===== config.mk =====
export PLATFORM = sky130hd
export DESIGN_NAME = edd_front
export DESIGN_NICKNAME = d
export VERILOG_FILES = /design/src/edd_pkg.sv /design/src/edd_front.sv
export SDC_FILE = /design/constraint.sdc
export NUM_CORES = 1
export LEC_CHECK = 0
export BUFFER_PORTS_ARGS = -buffer_cell sky130_fd_sc_hd__buf_2
export CORE_MARGIN = 8
export CORE_UTILIZATION = 46
export DETAILED_ROUTE_END_ITERATION = 6
export PLACE_DENSITY = 0.81
export SYNTH_ARGS = -nofsm -noshare
export SYNTH_HDL_FRONTEND = slang
export SYNTH_SLANG_ARGS = --single-unit

===== constraint.sdc =====
create_clock -name clk -period 3.1 [get_ports clk]
set_input_delay 0.62 -clock clk [delete_from_list [all_inputs] [get_ports clk]]
set_output_delay 0.62 -clock clk [all_outputs]
set_load 0.05 [all_outputs]

===== src/edd_pkg.sv =====
// ----------------------------------------------------------------------------
// edd_pkg
// Shared types, constants and the error share function of the error
// diffusion dither.
// ----------------------------------------------------------------------------
package edd_pkg;

  localparam int EDD_MAX_WIDTH = 1024;

  localparam int PIX_W  = 8;
  localparam int LW_W   = 11;
  localparam int ERR_W  = 13;

  localparam int QUEUE_DEPTH = 4;
  localparam int QPTR_W      = 2;
  localparam int QCNT_W      = 3;

  localparam int CFG_AW = 3;
  localparam int CFG_DW = 32;

  // register index, taken from paddr[2]
  localparam logic REG_LINE_WIDTH = 1'b0;
  localparam logic REG_THRESHOLD  = 1'b1;

  localparam logic [LW_W-1:0]  LINE_WIDTH_RESET = 11'd256;
  localparam logic [PIX_W-1:0] THRESHOLD_RESET  = 8'd128;
  localparam int               MIN_LINE_WIDTH   = 2;
  localparam logic [PIX_W-1:0] PIX_MAX          = 8'd255;

  localparam logic [3:0] W_RIGHT       = 4'd7;
  localparam logic [3:0] W_BELOW       = 4'd5;
  localparam logic [3:0] W_BELOW_LEFT  = 4'd3;
  localparam logic [3:0] W_BELOW_RIGHT = 4'd1;

  typedef struct packed {
    logic frame_start;
    logic first_row;
    logic last;
  } ctl_t;

  localparam int CTL_W = $bits(ctl_t);

  // floor(err * weight / 16)
  function automatic logic signed [ERR_W-1:0] share16(input logic signed [PIX_W:0] err,
                                                      input logic [3:0] weight);
    logic signed [ERR_W:0] prod;
    logic signed [ERR_W:0] quot;
    prod = (ERR_W+1)'(err) * $signed({{(ERR_W-3){1'b0}}, weight});
    quot = prod >>> 4;
    return quot[ERR_W-1:0];
  endfunction

endpackage


===== src/edd_front.sv =====
// ----------------------------------------------------------------------------
// edd_front
// Input side: tracks column and first row, tags each pixel with its
// column, row end and frame start before it goes into the queue.
// ----------------------------------------------------------------------------
module edd_front #(
  parameter int MAX_WIDTH = 1024,
  parameter int COL_W     = 10
) (
  input  logic                     clk,
  input  logic                     rst,
  input  logic                     in_valid,
  input  logic                     frame_start,
  input  logic [edd_pkg::LW_W-1:0] line_width,
  input  logic                     q_full,
  output logic                     in_stall,
  output logic                     push,
  output edd_pkg::ctl_t            ctl,
  output logic [COL_W-1:0]         col
);
  import edd_pkg::*;

  localparam int WW = (COL_W + 1 > LW_W) ? COL_W + 1 : LW_W;

  logic [COL_W-1:0] column;
  logic             first_row;
  logic [WW-1:0]    lw_ext;
  logic [WW-1:0]    lim;
  logic [WW-1:0]    col_p1;

  assign in_stall = q_full;
  assign push     = in_valid && !q_full;

  always_comb begin
    lw_ext = WW'(line_width);
    if (lw_ext < WW'(MIN_LINE_WIDTH)) begin
      lim = WW'(MIN_LINE_WIDTH);
    end else if (lw_ext > WW'(MAX_WIDTH)) begin
      lim = WW'(MAX_WIDTH);
    end else begin
      lim = lw_ext;
    end
    col     = frame_start ? '0 : column;
    col_p1  = WW'(col) + WW'(1);
    ctl.frame_start = frame_start;
    ctl.first_row   = frame_start || first_row;
    ctl.last        = col_p1 >= lim;
  end

  always_ff @(posedge clk) begin
    if (rst) begin
      column    <= '0;
      first_row <= 1'b1;
    end else if (push) begin
      if (ctl.last) begin
        column    <= '0;
        first_row <= 1'b0;
      end else begin
        column    <= col_p1[COL_W-1:0];
        first_row <= ctl.first_row;
      end
    end
  end

endmodule


==> After elaboration in Yosys (flattened, before gate mapping) <==
Cells that the tools add are included.
W data, S select, Z words.
{ "totals": {"register_bits": 11, "input_bits": 16, "out_inout_bits": 15, "word_cells": 14} }
{ "classes": {"addsub": 1, "order_cmp": 3, "n_mux": 5, "n_reduce_logical": 3} }
{ "ops": {"columns": ["op", "n"], "rows": [
  ["$mux W11", 2],
  ["$mux W10", 2],
  ["$add A10 B1 Y11 const B", 1],
  ["$ge A11 B11 Y1", 1],
  ["$gt A11 B11 Y1 const B", 1],
  ["$lt A11 B2 Y1 const B", 1],
  ["$logic_and A1 B1 Y1", 1],
  ["$logic_not A1 Y1", 1],
  ["$logic_or A1 B1 Y1", 1],
  ["$mux W1", 1]
]} }

==> Longest topological paths before layout <==
{ "logic_depth": {"word_depth": 5, "depth_mapped": 14} }

==> Worst setup path before layout <==
OpenSTA, ideal clock, no wires.
{ "synth_path": {"path_kind": "input-to-output", "startpoint": "input frame_start", "endpoint": "output ctl[0] in the netlist's numbering", "t_arrival_ns": 3.695, "t_required_ns": 2.480, "path_slack_ns": -1.215, "stages": 13, "path_buffers": 2, "path_cell_list": "buf_2 > nor2b_1 > ha_1 > and4b_1 > nand3_2 > nor2_4 > and3_1 > ha_1 > a21oi_1 > o21ai_0 > a21oi_1 > buf_2 > nand2_1"} }
{ "synth_lines": {"columns": ["element", "line", "text"], "rows": [
  ["start: declaration", "edd_front.sv:13", "input logic frame_start,"],
  ["end: declaration", "edd_front.sv:18", "output edd_pkg::ctl_t ctl,"]
]} }

==> run metrics <==
status finished with violations; failing checks negative setup slack; CTS tree built; cell family with most CP delay simple AND/OR/NAND/NOR gates; f_max 307 MHz; xor/xnor cell area share of the yosys netlist 7.64%; WP buf/inv 2; multi-input logic area 840 sq um; H-tree depth 1; Port Buffers 30; synth unique cells 33; fin crit period 3.26 ns; Starting DRT DRC Count 42; Die W 63.0 um; initial core utilization 47.2%; Worst Clk Skew 0.0126 ns; dpl ws -0.336 ns; area fraction in compound gates after synthesis 13.9%; # hold bufs at CTS 0; Layout fillers 189; Syn. warnings 0; Peak VDD IR 0.000305 V; DR WL/cell 14.8 um; Row Count 17; adder-cell share of the synthesized area 14.8%; Final Setup Violations 1; first-pass detailed-route iteration total 4; final worst setup slack -0.157 ns; post-synthesis sequential area ratio 21.7%; Mapped Avg Cell Area 7.69 sq um; Area Overhead vs Synth 41.4%; largest family of logic cells by synthesized area simple AND/OR/NAND/NOR gates; sequential share of power 44.0%; die area 3960 sq um; switching power 0.105 mW; Critical Path Start Type input port; TritonCTS Buffers 3; Pint 0.222 mW; register area 221 sq um; clock tree buffer depth 2; maxcap violations 0; io pins 31; Relative slew margins 70.7%; CP cell instances buf_8 -> nor2b_4 -> ha_4 -> and4b_2 -> nand3_4 -> nor2_4 -> xor2_2 -> ha_4 -> nand4_1 -> nor3_4 -> a21oi_4 -> nand2_8 -> buf_8; clk_lat worst skew 0.28 ns; most frequent cells in the layout buf_2, nand2_1, buf_4, a21oi_1; Overall Global Routing Usage 14.9%; vias in the first global route 1169; Worst path max stage delay 0.29 ns; #FFs+latches synth 11; arrival time worst endpoint 2.64 ns; CP max-delay cell ha_4; clock power share 32.3%; HP Class reg2reg; Sw Share 32.1%; Post-Syn Instances 132; clk slew on worst S/H paths 0.07 ns; HPWL after DPL 2.34 mm; Root Driver clkbuf_4; worst slew pin tran 0.439 ns; Post-Syn Area 1010 sq um; RePlAce Congestion 0.901; RSZ-0062 raised after global routing yes; critical path class in2out; Synth Area in Simple Gates 36.4%; ANT cells 0; fraction of synthesized area in multiplexers 0%; Worst Path Required 2.48 ns; final net count 204; gr ovfl total 0; setup TNS -0.157 ns; syn nets 160; share of layout cells above drive strength 1 41.1%; Final Cell Area 1440 sq um; Post-Route WL 3.01 mm; CTS sink cnt 11; Pins Over Slew Limit 0; Area after DPL 1280 sq um; Combinational Power Share 23.7%; chip height 63.0 um; element type at the critical path end output pin; initial antenna violation count 0; post-route ant nets 0; PD cells 228 nW/um^2; Final Hold Fails 0; crit path max fanout 4; period utilization 105%; via-per-instance ratio 5.50; Remaining DRCs 0; vias after detailed routing 1117; first-pass GRT wire length 5.02 mm; commonest non-fill, non-tap cell in the layout buf_2; largest net degree at the start of global routing 13; CORE AREA 2150 sq um; P_leak 0.696 nW
==> repair_timing <==
item / CTS / global route
pin swaps: 2 / 7
gates resized for setup: 12 / 6
buffers inserted: 3 / 3
cloned: 0 / 0
endpoints found under the setup margin: 1 / 1
==> area by class of cell <==
cell class | count | share of cell area (%)
clock buffers | 4 | 1.83
well taps | 28 | 2.44
inverters | 2 | 0.523
flip-flops and latches | 11 | 15.4
repair buffers | 48 | 21.3
multi-input cells | 110 | 58.5
==> worst register-to-register path, cell delays in order, from the launching register on <==
cell,delay (ns)
dfxtp_1,0.37
nor2b_4,0.19
ha_4,0.14
and4b_2,0.26
nand3_4,0.09
nor2_4,0.13
xor2_2,0.11
ha_4,0.29
nand4_1,0.16
nor3_4,0.27
a21oi_4,0.11
buf_4,0.20
a32oi_1,0.18
nor2_1,0.06
==> metrics by stage <==
stage | hold WS (ns) | utilization [%] | power (mW) | instances
detailed placement | 0.447 | 59.8 | 0.215 | 193
global placement | 0.441 | 59.8 | 0.212 | 193
CTS | 0.456 | 64.4 | 0.317 | 200
finish | 0.453 | 66.8 | 0.327 | 203
floorplan | 0.432 | - | 0.193 | 132
global route | 0.490 | 66.8 | 0.337 | 203
==> synthesized netlist by cell type <==
cell      instances  area share, %
xor2_1            4            3.5
nor3b_1           3            2.2
nand2b_1          2            1.2
nor4_1            1           0.62
nor2b_1           9            5.5
and3_1            2            1.2
and2b_1           1           0.74
inv_1             1           0.37
nor2b_4           1            1.4
buf_4             3            2.2
o21ai_0           5            2.5
nand3_1           2           0.99
o21bai_1          1           0.74
nand3_2           2            2.0
nor3_1            2           0.99
xor2_2            1            1.6
and3_2            1           0.74
a21oi_1          14            6.9
nor3_2            1           0.99
a41o_1            3            3.0
nor2_1            7            2.6
clkbuf_1          3            1.1
or2_2             1           0.62
ha_1             12             15
nand4_1           7            4.3
nor2_4            1            1.1
buf_2             3            1.5
a32oi_1           1           0.86
nand2_1          22            8.1
clkinv_1          1           0.37
xnor2_1           3            2.6
and4b_1           1           0.99
dfxtp_1          11             22
==> cell families (layout without fill, tap and decap cells) <==
| logic type | after synthesis | in the layout |
|---|---|---|
| compound gates | 24 | 24 |
| xor+xnor | 8 | 8 |
| fa+ha+maj | 12 | 12 |
| buf+inv | 11 | 54 |
| flops | 11 | 11 |
| simple gates | 66 | 66 |
==> path summary, 6_finish.rpt <==
check | endpoint | slack [ns] | startpoint | depth (start not counted)
worst max-delay path | ctl[0] | -0.16 | frame_start | 13
worst min-delay path | column[5] | 0.45 | column[5] | 2
worst max register to register | column[0] | 0.44 | column[1] | 13
worst min register to register | column[5] | 0.45 | column[5] | 2
==> flip-flops by register name (all words and copies together), names as in the netlist <==
name       flops
first_row      1
column        10
==> per-layer routing <==
metal	wire length [um]	up-vias	share of wire [%]	GRT usage, %
met5	0	-	0	0
met4	42	0	1.4	3.70
met3	170	4	5.6	4.12
met2	1530	32	51	27.9
met1	1270	528	42	15.7
li1	-	553	-	-
==> power groups by stage <==
stage / Sequential [mW] / Clock [mW] / Combinational, mW
detailed placement: 0.147 / 0 / 0.0679
finish: 0.144 / 0.105 / 0.0773
global route: 0.144 / 0.109 / 0.0836
floorplan: 0.146 / 0 / 0.0464
global placement: 0.147 / 0 / 0.0655
CTS: 0.143 / 0.100 / 0.0736
Note: power is estimated with default switching activity, not from simulation.
