### src/edd_pkg.sv
// ----------------------------------------------------------------------------
// edd_pkg
// Shared types, constants and the error share function of the error
// diffusion dither.
// ----------------------------------------------------------------------------
package edd_pkg;

  localparam int EDD_MAX_WIDTH = 1024;

  localparam int PIX_W  = 8;
  localparam int LW_W   = 11;
  localparam int ERR_W  = 13;

  localparam int QUEUE_DEPTH = 4;
  localparam int QPTR_W      = 2;
  localparam int QCNT_W      = 3;

  localparam int CFG_AW = 3;
  localparam int CFG_DW = 32;

  // register index, taken from paddr[2]
  localparam logic REG_LINE_WIDTH = 1'b0;
  localparam logic REG_THRESHOLD  = 1'b1;

  localparam logic [LW_W-1:0]  LINE_WIDTH_RESET = 11'd256;
  localparam logic [PIX_W-1:0] THRESHOLD_RESET  = 8'd128;
  localparam int               MIN_LINE_WIDTH   = 2;
  localparam logic [PIX_W-1:0] PIX_MAX          = 8'd255;

  localparam logic [3:0] W_RIGHT       = 4'd7;
  localparam logic [3:0] W_BELOW       = 4'd5;
  localparam logic [3:0] W_BELOW_LEFT  = 4'd3;
  localparam logic [3:0] W_BELOW_RIGHT = 4'd1;

  typedef struct packed {
    logic frame_start;
    logic first_row;
    logic last;
  } ctl_t;

  localparam int CTL_W = $bits(ctl_t);

  // floor(err * weight / 16)
  function automatic logic signed [ERR_W-1:0] share16(input logic signed [PIX_W:0] err,
                                                      input logic [3:0] weight);
    logic signed [ERR_W:0] prod;
    logic signed [ERR_W:0] quot;
    prod = (ERR_W+1)'(err) * $signed({{(ERR_W-3){1'b0}}, weight});
    quot = prod >>> 4;
    return quot[ERR_W-1:0];
  endfunction

endpackage

### src/edd_queue.sv
// ----------------------------------------------------------------------------
// edd_queue
// Short queue between the front and back halves.
// ----------------------------------------------------------------------------
module edd_queue #(
  parameter int W = 21
) (
  input  logic         clk,
  input  logic         rst,
  input  logic         push,
  input  logic [W-1:0] wdata,
  input  logic         pop,
  output logic [W-1:0] rdata,
  output logic         empty,
  output logic         full
);
  import edd_pkg::*;

  logic [W-1:0]      entries [QUEUE_DEPTH];
  logic [QPTR_W-1:0] wr_ptr;
  logic [QPTR_W-1:0] rd_ptr;
  logic [QCNT_W-1:0] count;

  assign rdata = entries[rd_ptr];
  assign empty = (count == '0);
  assign full  = (count == QCNT_W'(QUEUE_DEPTH));

  always_ff @(posedge clk) begin
    if (push) begin
      entries[wr_ptr] <= wdata;
    end
  end

  always_ff @(posedge clk) begin
    if (rst) begin
      wr_ptr <= '0;
      rd_ptr <= '0;
      count  <= '0;
    end else begin
      if (push) begin
        wr_ptr <= wr_ptr + 1'b1;
      end
      if (pop) begin
        rd_ptr <= rd_ptr + 1'b1;
      end
      case ({push, pop})
        2'b10:   count <= count + 1'b1;
        2'b01:   count <= count - 1'b1;
        default: count <= count;
      endcase
    end
  end

endmodule

### config.mk
export PLATFORM = sky130hd
export DESIGN_NAME = edd_queue
export DESIGN_NICKNAME = d
export VERILOG_FILES = /design/src/edd_pkg.sv /design/src/edd_queue.sv
export SDC_FILE = /design/constraint.sdc
export NUM_CORES = 1
export LEC_CHECK = 0
export BUFFER_PORTS_ARGS = -buffer_cell sky130_fd_sc_hd__buf_2
export CORE_ASPECT_RATIO = 2
export CORE_MARGIN = 4
export CORE_UTILIZATION = 35
export DETAILED_ROUTE_END_ITERATION = 8
export GPL_TIMING_DRIVEN = 1
export PLACE_DENSITY = 0.59
export SYNTH_ARGS = -nofsm -noshare
export SYNTH_HDL_FRONTEND = slang
export SYNTH_SLANG_ARGS = --single-unit
### constraint.sdc
create_clock -name clk -period 4.9 [get_ports clk]
set_clock_uncertainty 0.1 [all_clocks]
set_input_delay 0.245 -clock clk [delete_from_list [all_inputs] [get_ports clk]]
set_output_delay 0.245 -clock clk [all_outputs]
set_load 0.01 [all_outputs]
Word level (Yosys, flattened, before mapping)
Memory sizes are Yosys's and may differ from the RTL's. A register that Yosys moved wholly into a read port is not among the register bits.
Index checks and enable logic that the tools add are counted.
{ "classes": {"n_reduce_logical": 2, "n_mux": 5, "eq_ne": 3, "add_sub_neg": 4} }
{ "ops": {"columns": ["op", "n"], "rows": [
  ["$pmux W3 S2", 1],
  ["$add A2 B1 Y2 const B", 2],
  ["$mux W2", 2],
  ["$add A3 B1 Y3 const B", 1],
  ["$eq A3 B3 Y1 const B", 1],
  ["$logic_not A3 Y1", 1],
  ["$sub A3 B1 Y3 const B", 1],
  ["$eq A2 B1 Y1 const B", 1],
  ["$eq A2 B2 Y1 const B", 1],
  ["$mux W1", 2],
  ["$reduce_bool A2 Y1", 1]
]} }
{ "totals": {"mem_count": 1, "regBits": 7, "wordCells": 18, "mem_bits_rw": 84, "in_bits": 25, "out_inout_bits": 23} }
{ "mem_list": {"columns": ["memory", "words", "width", "rd", "rd_ports_with_merged_regs", "wr", "line", "source"], "rows": [
  ["entries", 4, 21, 1, 1, 1, "edd_queue.sv:19", "logic [W-1:0] entries [QUEUE_DEPTH];"]
]} }

Logic depth before layout (Yosys ltp)
Gate-level depths: netlist of run 1.
{ "logic_depth": {"depth_word": 3, "mapped_depth": 7} }

Worst setup path before layout of run 1
OpenSTA, ideal clock, no wires.
{ "synth_timing": {"path_kind": "input to register", "start": "input push", "end": "register count[2]", "setup_slack_ps": 3306, "t_required_ps": 4730, "t_arrival_ps": 1424, "setup_ps": 70, "n_path_buf": 0, "stages": 7, "cell_sequence": "inv_1 -> ha_1 -> inv_1 -> fa_1 -> xor2_1 -> or3_1 -> a21oi_1"} }
{ "synth_via": {"elab_chain_cells": 2} }
{ "synth_lines": {"columns": ["item", "line", "source"], "rows": [
  ["start: declaration", "edd_queue.sv:10", "input logic push,"],
  ["$eq A2 B1 Y1 / $eq A2 B2 Y1 (equally long branches)", "edd_queue.sv:46", "case ({push, pop})"],
  ["$pmux W3 S2 / $reduce_bool A2 Y1 (equally long branches)", null, null],
  ["end signal: assignment", "edd_queue.sv:47", "2'b10: count <= count + 1'b1;"],
  ["end signal: assignment", "edd_queue.sv:48", "2'b01: count <= count - 1'b1;"],
  ["end signal: assignment", "edd_queue.sv:49", "default: count <= count;"],
  ["end: declaration", "edd_queue.sv:22", "logic [QCNT_W-1:0] count;"]
]} }
Parallel ways exist; a longest one is shown, timed or not.
A chain may end at the register's enable or synchronous reset.

==> results of run 1 <==
==> layout make-up <==
cell class / count / share of cell area [%]
Tap cell: 132 / 3.946
Clock buffer: 9 / 5.381
Multi-Input combinational cell: 52 / 16.83
Clock inverter: 7 / 2.362
Timing Repair Buffer: 51 / 6.338
Sequential cell: 93 / 64.60
Inverter: 6 / 0.5381
==> cells in the final DEF, fill, tap and decap left out, types with 3 or more instances in the layout <==
cell / netlist / routed
edfxtp_1: 84 / 84
buf_2: 2 / 47
mux4_2: 20 / 20
clkbuf_16: 0 / 9
nor2_1: 8 / 8
dfxtp_1: 9 / 8
inv_1: 6 / 6
ha_1: 5 / 5
and2_1: 4 / 4
buf_4: 0 / 4
xor2_1: 3 / 3
==> sequential cells by signal, indices dropped and copies added (netlist names), named ones only <==
register,count
rd_ptr,2
wr_ptr,2
count,3
entries,84
==> cells in the mapped netlist, drive strengths merged <==
cell / instances / area [µm²]
a21oi: 2 / 10.01
and2: 4 / 25.02
and3: 1 / 6.260
buf: 4 / 32.53
clkbuf: 1 / 3.750
dfxtp: 9 / 180.2
edfxtp: 84 / 2522
fa: 1 / 20.02
ha: 5 / 62.56
inv: 6 / 22.52
mux2i: 1 / 10.01
mux4: 21 / 476.7
nand2: 1 / 3.750
nor2: 8 / 30.03
nor3: 1 / 5.000
o21ai: 1 / 5.000
or3: 1 / 6.260
xnor2: 2 / 17.52
xor2: 3 / 26.28
==> power by group through the flow <==
stage                     logic [mW]  registers (mW)  clock network, mW
final                          0.156           0.936              0.727
after global routing           0.173           0.942              0.787
after CTS                      0.163           0.939              0.748
after floorplan                0.111           0.935                  0
after detailed placement       0.162           0.955                  0
after global placement         0.160           0.953                  0
==> kinds of logic (layout without fill, tap and decap cells) <==
kind of cell | after synthesis | after routing | share of synthesized area [%]
AOI/OAI and AO/OA | 3 | 3 | 0.4331
xor gates and xnor gates | 5 | 5 | 1.264
adders and majority gates | 6 | 6 | 2.383
buffers and inverters | 11 | 73 | 1.697
DFF | 93 | 93 | 77.98
muxes | 22 | 22 | 14.04
and+or+nand+nor | 16 | 16 | 2.202
==> worst register-to-register path, stage by stage (launching register included) <==
cell	delay, ns
dfxtp_1	0.37
inv_1	0.09
fa_1	0.43
xor2_1	0.15
or3_1	0.31
a21oi_1	0.13
==> stage by stage <==
| step | hold slack (ns) | setup WS, ns | utilization [%] | power (mW) | area [µm²] |
|---|---|---|---|---|---|
| finish | 0.02732 | 2.592 | 43.15 | 1.818 | 4185 |
| global route | 0.01830 | 2.422 | 43.15 | 1.902 | 4185 |
| CTS | 0.01375 | 2.490 | 43.15 | 1.849 | 4185 |
| detailed placement | 0.3679 | 2.865 | 39.81 | 1.118 | 3861 |
| global placement | 0.3581 | 2.867 | 39.81 | 1.113 | 3861 |
| floorplan | 0.2439 | 3.306 | - | 1.046 | 3466 |
==> metal layers <==
| layer | GRT usage (%) | part of all wire [%] | up-vias |
|---|---|---|---|
| met4 | 7.093 | 3.0 | 0 |
| met2 | 19.97 | 57 | 34 |
| met3 | 2.660 | 4.3 | 11 |
| met1 | 10.95 | 36 | 787 |
| met5 | 0 | 0 | - |
| li1 | - | - | 739 |
==> final timing paths <==
check / endpoint / startpoint / cells after the start
max: rdata[6] / flip-flop / 2
min: entries[0][9] / wdata[9] / 1
max reg2reg: count[2] / count[0] / 5
min reg2reg: count[2] / count[2] / 2
==> results by stage, run 1 <==
Hold path:
- The path class of the tightest hold or removal check is primary input to flip-flop.

Critical path:
- The worst setup path is launched from a flip-flop.
- The endpoint required time on the critical path is 4.55 ns.
- The maximum single-stage delay on the critical path is 1.04 ns.
- The kind of cell with the highest combined delay on the critical path is flip-flops.
- The buffering stage count on the worst path with inverters included is 1.
- The arrival time of the worst setup path is 1.96 ns.
- In this run the worst path has a maximum fanout of 21.
- Setup slack on the worst reg-to-reg path comes out at 3.27 ns.
- Walking the worst path, the cells encountered are mux4_2 > buf_2.
- STA classifies the critical path endpoint as a primary output.
- The path type of the worst setup path is flip-flop to primary output.
- On the critical path, the stage with the largest delay is an instance of dfxtp_1.

Timing:
- The top achievable clock speed is 433.2 MHz.
- The relative slew slack is between 20% and 30%.
- Setup repair after global routing left no endpoint under its margin.
- Counting I/O delays and the setup requirement, the final critical path takes between 2 and 2.5 ns.
- The worst path uses between 40 and 50% of the clock period.
- The accumulated negative setup slack is 0 ns.
- The hold violation total from the final report is 0.
- The number of failing setup endpoints in the final timing report is 0.
- The number of slew-limit violations in the final report is 0.
- The actual transition at the worst max-transition pin is 1.079 ns.

Route:
- The post-route antenna net violation count is 0.
- Dividing the detail-routed wire length by the instance count gives between 15 and 20 µm.
- In the routed design, unresolved DRC markers number 0.
- In this run, the number of DRC markers left after iteration 0 of detailed routing was 84.
- The average via count per standard cell is 4.489.
- The total via count after detailed routing is roughly 1600.
- The detailed-routing iteration count for the pre-antenna-repair pass is 4.
- For this block, the routed nets add up to 5714 µm of wire.

Yosys:
- The post-synthesis cell area is 0.003466 mm².
- The synthesized design contains 93 register bits.
- Sequential cells were found to cover 77.98% of the synthesized design area.
- The number of warning messages in the yosys log is 0.
- In the synthesized netlist, the number of instances is 156.
- The net count after synthesis is 187.
- The number of distinct library cell variants in the gate-level netlist after synthesis is 21.
- A synthesized cell averages 22.22 µm².

Global routing:
- The wire length of the first global-routing pass is 9121 µm.
- Entering global routing, the biggest net connects 22 pins.
- Global routing used around 11% of the available tracks across all layers.
- The number of global-route vias before repair was 1788.
- The initial antenna violation count came to 0.
- The total grt overflow is 0.

Clock network:
- Once the clock tree was built, the setup fixing pass inserted 0 buffers.
- The number of gates resized after CTS was 0.
- The number of H-tree levels is 3.
- The register clock-pin slew on the reported worst setup and hold paths is 0.06 ns.
- The CTS sink count is 93.
- The total CTS buffers is 9.
- The master cell of the clock root buffer is clkbuf_16.
- The later pin in the worst-skew pair is clocked with a latency of 0.33 ns.
- The number of hold buffers added after CTS is 0.
- TritonCTS built the clock tree.
- The maximum number of buffers from clock root to sink is 2.

Final layout:
- Summing all multi-input logic gate instances after layout gives 704.4 µm².
- For this run, the post-layout net count is 244.
- The area of all sequential standard cells is 0.002704 mm².
- The total of fill cells in the finished design is between 800 and 900.
- The number of antenna repair diodes is 0.
- The share of post-route cells with drive strength above 1 is 40.37%.
- Once layout is complete, the cells apart from fillers number 350.
- From synthesis to final layout, the design area changed by 20.76%.

Place:
- The number of placed instances with taps included is approximately 330.
- The detailed placer's ending HPWL is 3792 µm.
- The count of input and output buffers is 47.
- Routability-driven placement finished with a final weighted congestion of 0.6715.

Pwr:
- The worst voltage drop across the vdd grid is 195.1 µV.
- The internal portion of the total power is roughly 1.4 mW.
- The combinational power share is 8.6%.
- The analysis attributes to cell leakage a power of 1.450 nW.
- The share of total power dissipated in the clock network is between 40% and 50%.
- The proportion of total power due to net switching is a little over a fifth.
- Summed over all nets, the switching power comes to 0.3813 mW.
- The power per cell area is 434.5 mW/mm².
- Registers are responsible for 51.5% of the overall power.

Job:
- The number of violations of the max-capacitance limit is 0.

Outcome:
- The flow ran to the end, and the final reports show no timing, DRC or antenna violations.

Floorplanning:
- The floorplan step set the die height to 148.7 µm.
- In this run the horizontal extent of the chip is 78.37 µm.
- After floorplanning, the core was sized to cover just under 0.01 mm².
- The top-level port count is 48.
- The area of the die is 0.01166 mm².
- The effective utilization at floorplan is roughly 36%.
- Row generation in the floorplan step produced 51 rows.
Power figures use the tool's default switching activity.
==> run 2, diff against run 1 <==
--- a/config.mk
+++ b/config.mk
@@ -11,7 +11,7 @@
 export CORE_UTILIZATION = 35
 export DETAILED_ROUTE_END_ITERATION = 8
 export GPL_TIMING_DRIVEN = 1
-export PLACE_DENSITY = 0.59
+export PLACE_DENSITY = 0.61
 export SYNTH_ARGS = -nofsm -noshare
 export SYNTH_HDL_FRONTEND = slang
 export SYNTH_SLANG_ARGS = --single-unit
==> constraint.sdc (replaced) <==
create_clock -name clk -period 2 [get_ports clk]
set_clock_uncertainty 0.1 [all_clocks]
set_input_delay 0.1 -clock clk [delete_from_list [all_inputs] [get_ports clk]]
set_output_delay 0.1 -clock clk [all_outputs]
set_load 0.01 [all_outputs]
==> run 2 against run 1 <==
Against the previous run: critical path depth increased by 7; sequential share of layout area decreased by 3.7 points; combinational power increased to 3.1 times the previous value; cell area increased by 6.1%; largest cell class unchanged; largest power group unchanged; highest routed layer unchanged.
==> results by stage, run 2 (synthesized netlist as in run 1, its figures left out) <==
Outcome:
- The run finished with clean final reports.

Critical path:
- The cell with the largest stage delay on the worst path is dlygate4sd3_1.
- The setup slack of the worst register-to-register path is 0.33 ns (-2.94 ns).
- STA classifies the critical path endpoint as a flip-flop.
- The arrival time of the worst setup path is 2.08 ns (+0.12 ns).
- The maximum single-stage delay on the critical path came to 0.53 ns (-0.51 ns).
- The maximum net fanout on the critical path is 7 (-67%).
- The endpoint of the worst-slack reg-to-reg timing path is count[2].
- STA classifies the critical path startpoint as a primary input.
- The startpoint of the most critical register-to-register path is count[0].
- The number of cells traversed by the worst register-to-register path came to 5 (unchanged).
- Walking the worst path, the cells encountered are dlygate4sd3_1 > buf_2 > inv_1 > ha_1 > inv_1 > fa_1 > xor2_1 > or3_1 > a21oi_2.
- The worst setup path is of the primary input to flip-flop kind.
- Counting stages on the worst path, the most repeated cell is inv_1.
- The endpoint required time on the critical path is 2.18 ns (-2.37 ns).

Final layout:
- The total of fill cells in the finished design came to 885 (-1.3%).
- The area of the multi-input gates is 708.2 µm² (+0.53%).
- The share of post-route cells with drive strength above 1 is 37.30% (-3.1 points).
- The flip-flop count of the largest register after layout is 84 (unchanged).
- The final design instance area without fill is 0.004441 mm² (+6.1%).
- The count of non-filler cells in the finished layout was 376 (+7.4%).
- In the final layout, the registers with the most flip-flops are entries: 84 flops, count: 3 flops.
- The number of antenna repair diodes is 0 (unchanged).
- The area of all sequential standard cells was 0.002704 mm² (unchanged).
- The library cell used most frequently in the layout, excluding fill and tap cells, is edfxtp_1.
- The total number of nets in the final design came to 270 (+11%).
- In the layout the commonest cells are edfxtp_1 (84), buf_2 (47), dlygate4sd3_1 (24).
- The final cell utilization of the core is 45.78% (+2.6 points).
- The register with the most flip-flops in the final layout is entries.
- The layout overhead on the synthesized area is 28.12%.

Pwr:
- The switching power is 0.9677 mW (+150%).
- The proportion of total power due to net switching came to 21.92% (+0.95 points).
- The leakage power figure is 1.560 nW (+7.6%).
- The combinational power share was 10.8% (+2.2 points).
- The overall power is 4.415 mW (+140%).
- The power per cell area is 994.3 mW/mm² (+130%).
- The worst voltage drop across the vdd grid was 648.5 µV (+230%).
- The proportion of power drawn by the clock network is 38.2% (-1.8 points).
- The share of total power in sequential cells was 51.0% (-0.5 points).
- The internal power is 3.447 mW (+140%).

Global routing:
- The number of global-route vias before repair is 1847 (+3.3%).
- The total grt overflow came to 0 (unchanged).
- The largest net degree at the start of global routing was 22 (unchanged).
- The wire length of the first global-routing pass is 9142 µm (+0.23%).
- The initial antenna violation count is 0 (unchanged).
- The total global-route track usage is 10.98% (-0.036 points).

Floorplanning:
- The area of the die is 0.01166 mm² (unchanged).
- The horizontal die dimension is 78.37 µm (unchanged).
- The top-level port count came to 48 (unchanged).
- The standard cell core area was 0.009699 mm² (unchanged).
- The effective utilization at floorplan is 35.73% (unchanged).
- The number of rows in the core area is 51 (unchanged).
- The die boundary height is 148.7 µm (unchanged).

Timing:
- The top achievable clock speed is 523.9 MHz.
- The number of slew-limit violations in the final report is 0 (unchanged).
- The actual transition at the worst max-transition pin is 0.3280 ns (-0.7513 ns).
- The number of failing setup endpoints in the final timing report is 0 (unchanged).
- The hold violation total from the final report came to 0 (unchanged).
- The final period utilization is 95.43%.
- After layout, the minimum clock period comes to roughly 1.9 ns.
- The accumulated negative setup slack is 0 ns (unchanged).
- Setup repair after global routing left no endpoint under its margin.
- The relative slew slack is 78.13% (+50 points).

Place:
- The number of placed instances with taps included is 336 (+0.60%).
- The detailed placer's ending HPWL was 3669 µm (-3.2%).
- The area after detailed placement is 0.003889 mm² (+0.71%).
- The weighted congestion at the end of routability-driven global placement is 0.6697 (-0.27%).
- The count of input and output buffers was 47 (unchanged).

Clock network:
- The register clock-pin slew on the reported worst setup and hold paths is 0.06 ns (about the same).
- The number of H-tree levels is 3 (unchanged).
- The CTS sink count was 93 (unchanged).
- The post-CTS setup buffer count was 0 (unchanged).
- The later-pin clock latency in the skew report was 0.33 ns (about the same).
- The total CTS buffers was 9 (unchanged).
- The maximum number of buffers from clock root to sink is 2 (unchanged).
- The master cell of the clock root buffer is clkbuf_16.
- TritonCTS built the clock tree.

Route:
- The average via count per standard cell is 4.484 (-0.10%).
- The final routed wire length divided by cell count came to 15.24 µm (-6.7%).
- The residual DRC count is 0 (unchanged).
- The number of DRC markers in iteration 0 is 120 (+43%).
- The detailed-routing iteration count for the pre-antenna-repair pass is 3 (-1).
- The sum of routed wire length over all layers is 5730 µm (+0.28%).
- The post-route antenna net violation count was 0 (unchanged).
- The total via count after detailed routing came to 1686 (+7.3%).

Hold path:
- The worst hold path belongs to the class primary input to flip-flop.
- The count of cells along the worst hold path is 3 (+2).
- The worst hold path begins at pop.

Job:
- The number of violations of the max-capacitance limit is 0 (unchanged).
## run 2: what timing repair did
| item | CTS | global route |
|---|---|---|
| resized for setup | 0 | 1 |
| hold buffers | 24 | 0 |
| endpoints found under the setup margin | 0 | 1 |
| endpoints found under the hold margin | 93 | 0 |
## run 2: per-stage QoR
| stage | hold WS [ns] | setup WS, ns |
|---|---|---|
| floorplan | 0.09887 | 0.4351 |
| global placement | 0.2121 | 0.3582 |
| detailed placement | 0.2183 | 0.3030 |
| CTS | 0.004802 | 0.09174 |
| global route | 0.04808 | 0.01148 |
| finish | 0.02062 | 0.09131 |
## run 2: worst max path at each step
stage              start            end  slack (ns)  cells after the start
2_1_floorplan  wr_ptr[0]  entries[2][0]        0.44                      3
5_1_grt             push       count[2]        0.01                      9
3_5_place_dp        push       count[2]        0.30                      8
6_report            push       count[2]        0.09                      9
3_3_place_gp        push       count[2]        0.36                      8
4_1_cts             push       count[2]        0.09                      9
## run 2: cell type report
type,instances,share of cell area [%]
Tap cell,132,3.719
Sequential cell,93,60.89
Inverter,6,0.5072
Clock inverter,7,1.860
Multi-Input combinational cell,52,15.95
Clock buffer,9,5.072
Timing Repair Buffer,77,12.00
## run 2: worst max-delay path, delay by kind of cell
family                     cells  cell delay, ns
buffers and inverters          4            0.81
adders and majority gates      2            0.55
and+or+nand+nor                1            0.33
xor gates and xnor gates       1            0.16
AOI/OAI and AO/OA              1            0.13
## run 2: power by group through the flow
| stage | Clock [mW] | Sequential, mW | Combinational, mW |
|---|---|---|---|
| global route | 1.83 | 2.26 | 0.527 |
| CTS | 1.73 | 2.25 | 0.492 |
| floorplan | 0 | 2.29 | 0.273 |
| global placement | 0 | 2.29 | 0.449 |
| finish | 1.69 | 2.25 | 0.476 |
| detailed placement | 0 | 2.30 | 0.452 |
## run 2: routing by layer
metal,vias up,track usage [%],routed length [µm]
met5,-,0,0
met1,852,11.16,2022
met3,10,3.023,212
met2,32,19.50,3344
li1,792,-,-
met4,0,6.830,151
==> run 3, diff against run 2 <==
--- a/config.mk
+++ b/config.mk
@@ -10,6 +10,7 @@
 export CORE_MARGIN = 4
 export CORE_UTILIZATION = 35
 export DETAILED_ROUTE_END_ITERATION = 8
+export GPL_ROUTABILITY_DRIVEN = 0
 export GPL_TIMING_DRIVEN = 1
 export PLACE_DENSITY = 0.61
 export SYNTH_ARGS = -nofsm -noshare
==> constraint.sdc (replaced) <==
create_clock -name clk -period 2 [get_ports clk]
set_clock_uncertainty 0.1 [all_clocks]
set_input_delay 0.1 -clock clk [delete_from_list [all_inputs] [get_ports clk]]
set_output_delay 0.1 -clock clk [all_outputs]
set_load 0.005 [all_outputs]
==> run 3 against run 2 <==
Against the previous run: cell area shrank 0.17%; via count decreased by 0.83%; sequential share of layout area increased by 0.10 points; clock power about the same; utilization down 0.077 points; sequential cell count unchanged; total power is 0.74% lower; global-route usage up 0.34 points; worst setup slack better by 0.021 ns; critical path depth fell by 1; maximum frequency grew 1.1%; largest cell class unchanged.
==> results by stage, run 3 (synthesized netlist as in run 1, its figures left out) <==
Outcome:
- The run finished with clean final reports.

Timing:
- Setup repair after global routing left no endpoint under its margin.
- The actual transition at the worst max-transition pin came to 0.3364 ns (+0.008452 ns).
- The top achievable clock speed came to 529.8 MHz (+1.1%).
- The worst hold-check slack came to 0.4100 ns (+0.3893 ns).
- The hold violation total from the final report came to 0 (unchanged).
- The final period utilization is 94.37% (-1.1 points).
- The post-layout minimum cycle time came to 1.887 ns (-0.02127 ns).
- The number of failing setup endpoints in the final timing report is 0 (unchanged).
- The accumulated negative setup slack came to 0 ns (unchanged).
- The relative slew slack came to 77.57% (-0.56 points).
- The number of slew-limit violations in the final report is 0 (unchanged).

Floorplanning:
- The area of the die is 0.01166 mm² (unchanged).
- The effective utilization at floorplan is 35.73% (unchanged).
- The die boundary height is 148.7 µm (unchanged).
- The horizontal die dimension is 78.37 µm (unchanged).
- The top-level port count is 48 (unchanged).
- The standard cell core area came to 0.009699 mm² (unchanged).
- The number of rows in the core area is 51 (unchanged).

Global routing:
- The wire length of the first global-routing pass is 9466 µm (+3.5%).
- The total global-route track usage is 11.32% (+0.34 points).
- The largest net degree at the start of global routing is 22 (unchanged).
- The number of global-route vias before repair is 1866 (+1.0%).
- The total grt overflow is 0 (unchanged).
- The initial antenna violation count is 0 (unchanged).

Final layout:
- The final cell utilization of the core is 45.70% (-0.077 points).
- The number of antenna repair diodes came to 0 (unchanged).
- The total of fill cells in the finished design is 888 (+0.34%).
- Leaving out fill and tap cells, the most frequent cell in the layout is edfxtp_1.
- Ranked by flip-flop count, first place goes to entries.
- The layout overhead on the synthesized area is 27.91%.
- The area of the multi-input gates was 706.9 µm² (-0.18%).
- In the layout the commonest cells are edfxtp_1 (84), buf_2 (46), dlygate4sd3_1 (24).
- The share of post-route cells with drive strength above 1 is 37.04% (-0.26 points).
- The area of all sequential standard cells was 0.002704 mm² (unchanged).
- The count of non-filler cells in the finished layout is 375 (-0.27%).
- The total number of nets in the final design is 269 (-0.37%).
- The largest registers in the layout are entries: 84 flops, count: 3 flops.
- The flip-flop count of the largest register after layout is 84 (unchanged).

Critical path:
- In this run the critical register-to-register path is launched from count[0].
- The maximum net fanout on the critical path is 7 (unchanged).
- The endpoint of the worst-slack reg-to-reg timing path is count[2].
- The arrival time of the worst setup path came to 2.06 ns (-0.02 ns).
- STA classifies the critical path startpoint as a primary input.
- By startpoint and endpoint, the worst setup path is classified as primary input to flip-flop.
- The slowest stage of the critical path belongs to the cell dlygate4sd3_1.
- The maximum single-stage delay on the critical path came to 0.63 ns (+0.10 ns).
- The setup slack of the worst register-to-register path is 0.35 ns (+0.02 ns).
- The signal on the critical path passes through dlygate4sd3_1 > inv_1 > ha_2 > inv_1 > fa_1 > xor2_1 > or3_1 > a21oi_1.
- The worst setup path is captured at a flip-flop.
- The endpoint required time on the critical path is 2.17 ns (about the same).
- Broken down by cell family, the worst path's largest delay share belongs to buffers and inverters.
- The cell with the most instances on the worst path is inv_1.
- The buffering stage count on the worst path with inverters included is 3 (-1).
- The number of cells traversed by the worst register-to-register path came to 5 (unchanged).

Clock network:
- The maximum number of buffers from clock root to sink is 2 (unchanged).
- The CTS sink count was 93 (unchanged).
- The number of H-tree levels is 3 (unchanged).
- The register clock-pin slew on the reported worst setup and hold paths is 0.07 ns (about the same).
- The later-pin clock latency in the skew report is 0.33 ns (about the same).
- The post-CTS setup buffer count is 0 (unchanged).
- The clock tree from TritonCTS is done.
- The total CTS buffers came to 9 (unchanged).
- The tree is rooted in a clkbuf_16.

Pwr:
- The overall power is 4.382 mW (-0.74%).
- The power per cell area is 988.6 mW/mm² (-0.57%).
- The leakage power figure is 1.549 nW (-0.68%).
- The worst voltage drop across the vdd grid came to 528.9 µV (-18%).

Job:
- The number of violations of the max-capacitance limit is 0 (unchanged).

Place:
- The number of placed instances with taps included is 336 (unchanged).
- The count of input and output buffers is 47 (unchanged).
- The detailed placer's ending HPWL was 3756 µm (+2.4%).

Route:
- The residual DRC count is 0 (unchanged).
- The final routed wire length divided by cell count is 15.58 µm (+2.3%).
- The average via count per standard cell is 4.459 (-0.57%).
- The total via count after detailed routing is 1672 (-0.83%).
- The sum of routed wire length over all layers is 5844 µm (+2.0%).
- The detailed-routing iteration count for the pre-antenna-repair pass came to 4 (+1).
- The number of DRC markers in iteration 0 is 58 (-52%).
- The post-route antenna net violation count came to 0 (unchanged).

Hold path:
- The startpoint of the lowest-slack hold path is wdata[2].
- The count of cells along the worst hold path came to 2 (-1).
- The worst hold path belongs to the class primary input to flip-flop.
- The path with the worst hold slack has its endpoint at entries[1][2].
## run 3: layer usage
metal	share of wire, %	global-route usage [%]	vias up
li1	-	-	789
met1	36	11.48	842
met2	58	20.75	32
met3	4.1	3.688	9
met4	1.9	4.991	0
met5	0	0	-
## run 3: how the worst max path moves through the flow
| stage | start | end | slack (ns) | cells past startpoint |
|---|---|---|---|---|
| 3_3_place_gp | push | count[2] | 0.35 | 8 |
| 3_5_place_dp | push | count[2] | 0.28 | 8 |
| 4_1_cts | push | count[2] | 0.10 | 9 |
| 2_1_floorplan | wr_ptr[0] | entries[2][0] | 0.44 | 3 |
| 6_report | push | count[2] | 0.11 | 8 |
| 5_1_grt | push | count[2] | 0.03 | 8 |
## run 3: where the power goes
| group | switching, mW | total (mW) | leakage [nW] | internal (mW) |
|---|---|---|---|---|
| Sequential | 0.0298 | 2.25 | 0.846 | 2.22 |
| Combinational | 0.210 | 0.446 | 0.556 | 0.237 |
| Clock | 0.698 | 1.68 | 0.147 | 0.985 |
| Total | 0.937 | 4.38 | 1.55 | 3.45 |
## run 3: worst reg2reg max path, delay by kind of cell, from the launching register on
kind	cells	cell delay (ns)
DFF	1	0.36
buffers and inverters	1	0.09
adders and majority gates	1	0.44
xor gates and xnor gates	1	0.16
and+or+nand+nor	1	0.31
AOI/OAI and AO/OA	1	0.14
## run 3: cell type report
| cell class | instances | share of cell area (%) |
|---|---|---|
| sequential | 93 | 60.99 |
| multi-input combinational | 52 | 15.95 |
| timing repair buffer | 76 | 11.91 |
| clock buffer | 9 | 5.080 |
| tap | 132 | 3.726 |
| clock inverter | 7 | 1.835 |
| inverter | 6 | 0.5080 |
## run 3: per-stage QoR
stage	instance area (µm²)	worst slack, ns
floorplan	3466	0.4351
detailed placement	3889	0.2844
finish	4433	0.1126
global route	4433	0.03013
global placement	3889	0.3541
CTS	4436	0.1048
## run 3: repair_timing
action,CTS,global route
resized for setup,0,1
endpoints found under the setup margin,0,1
endpoints found under the hold margin,93,0
hold buffers,24,0
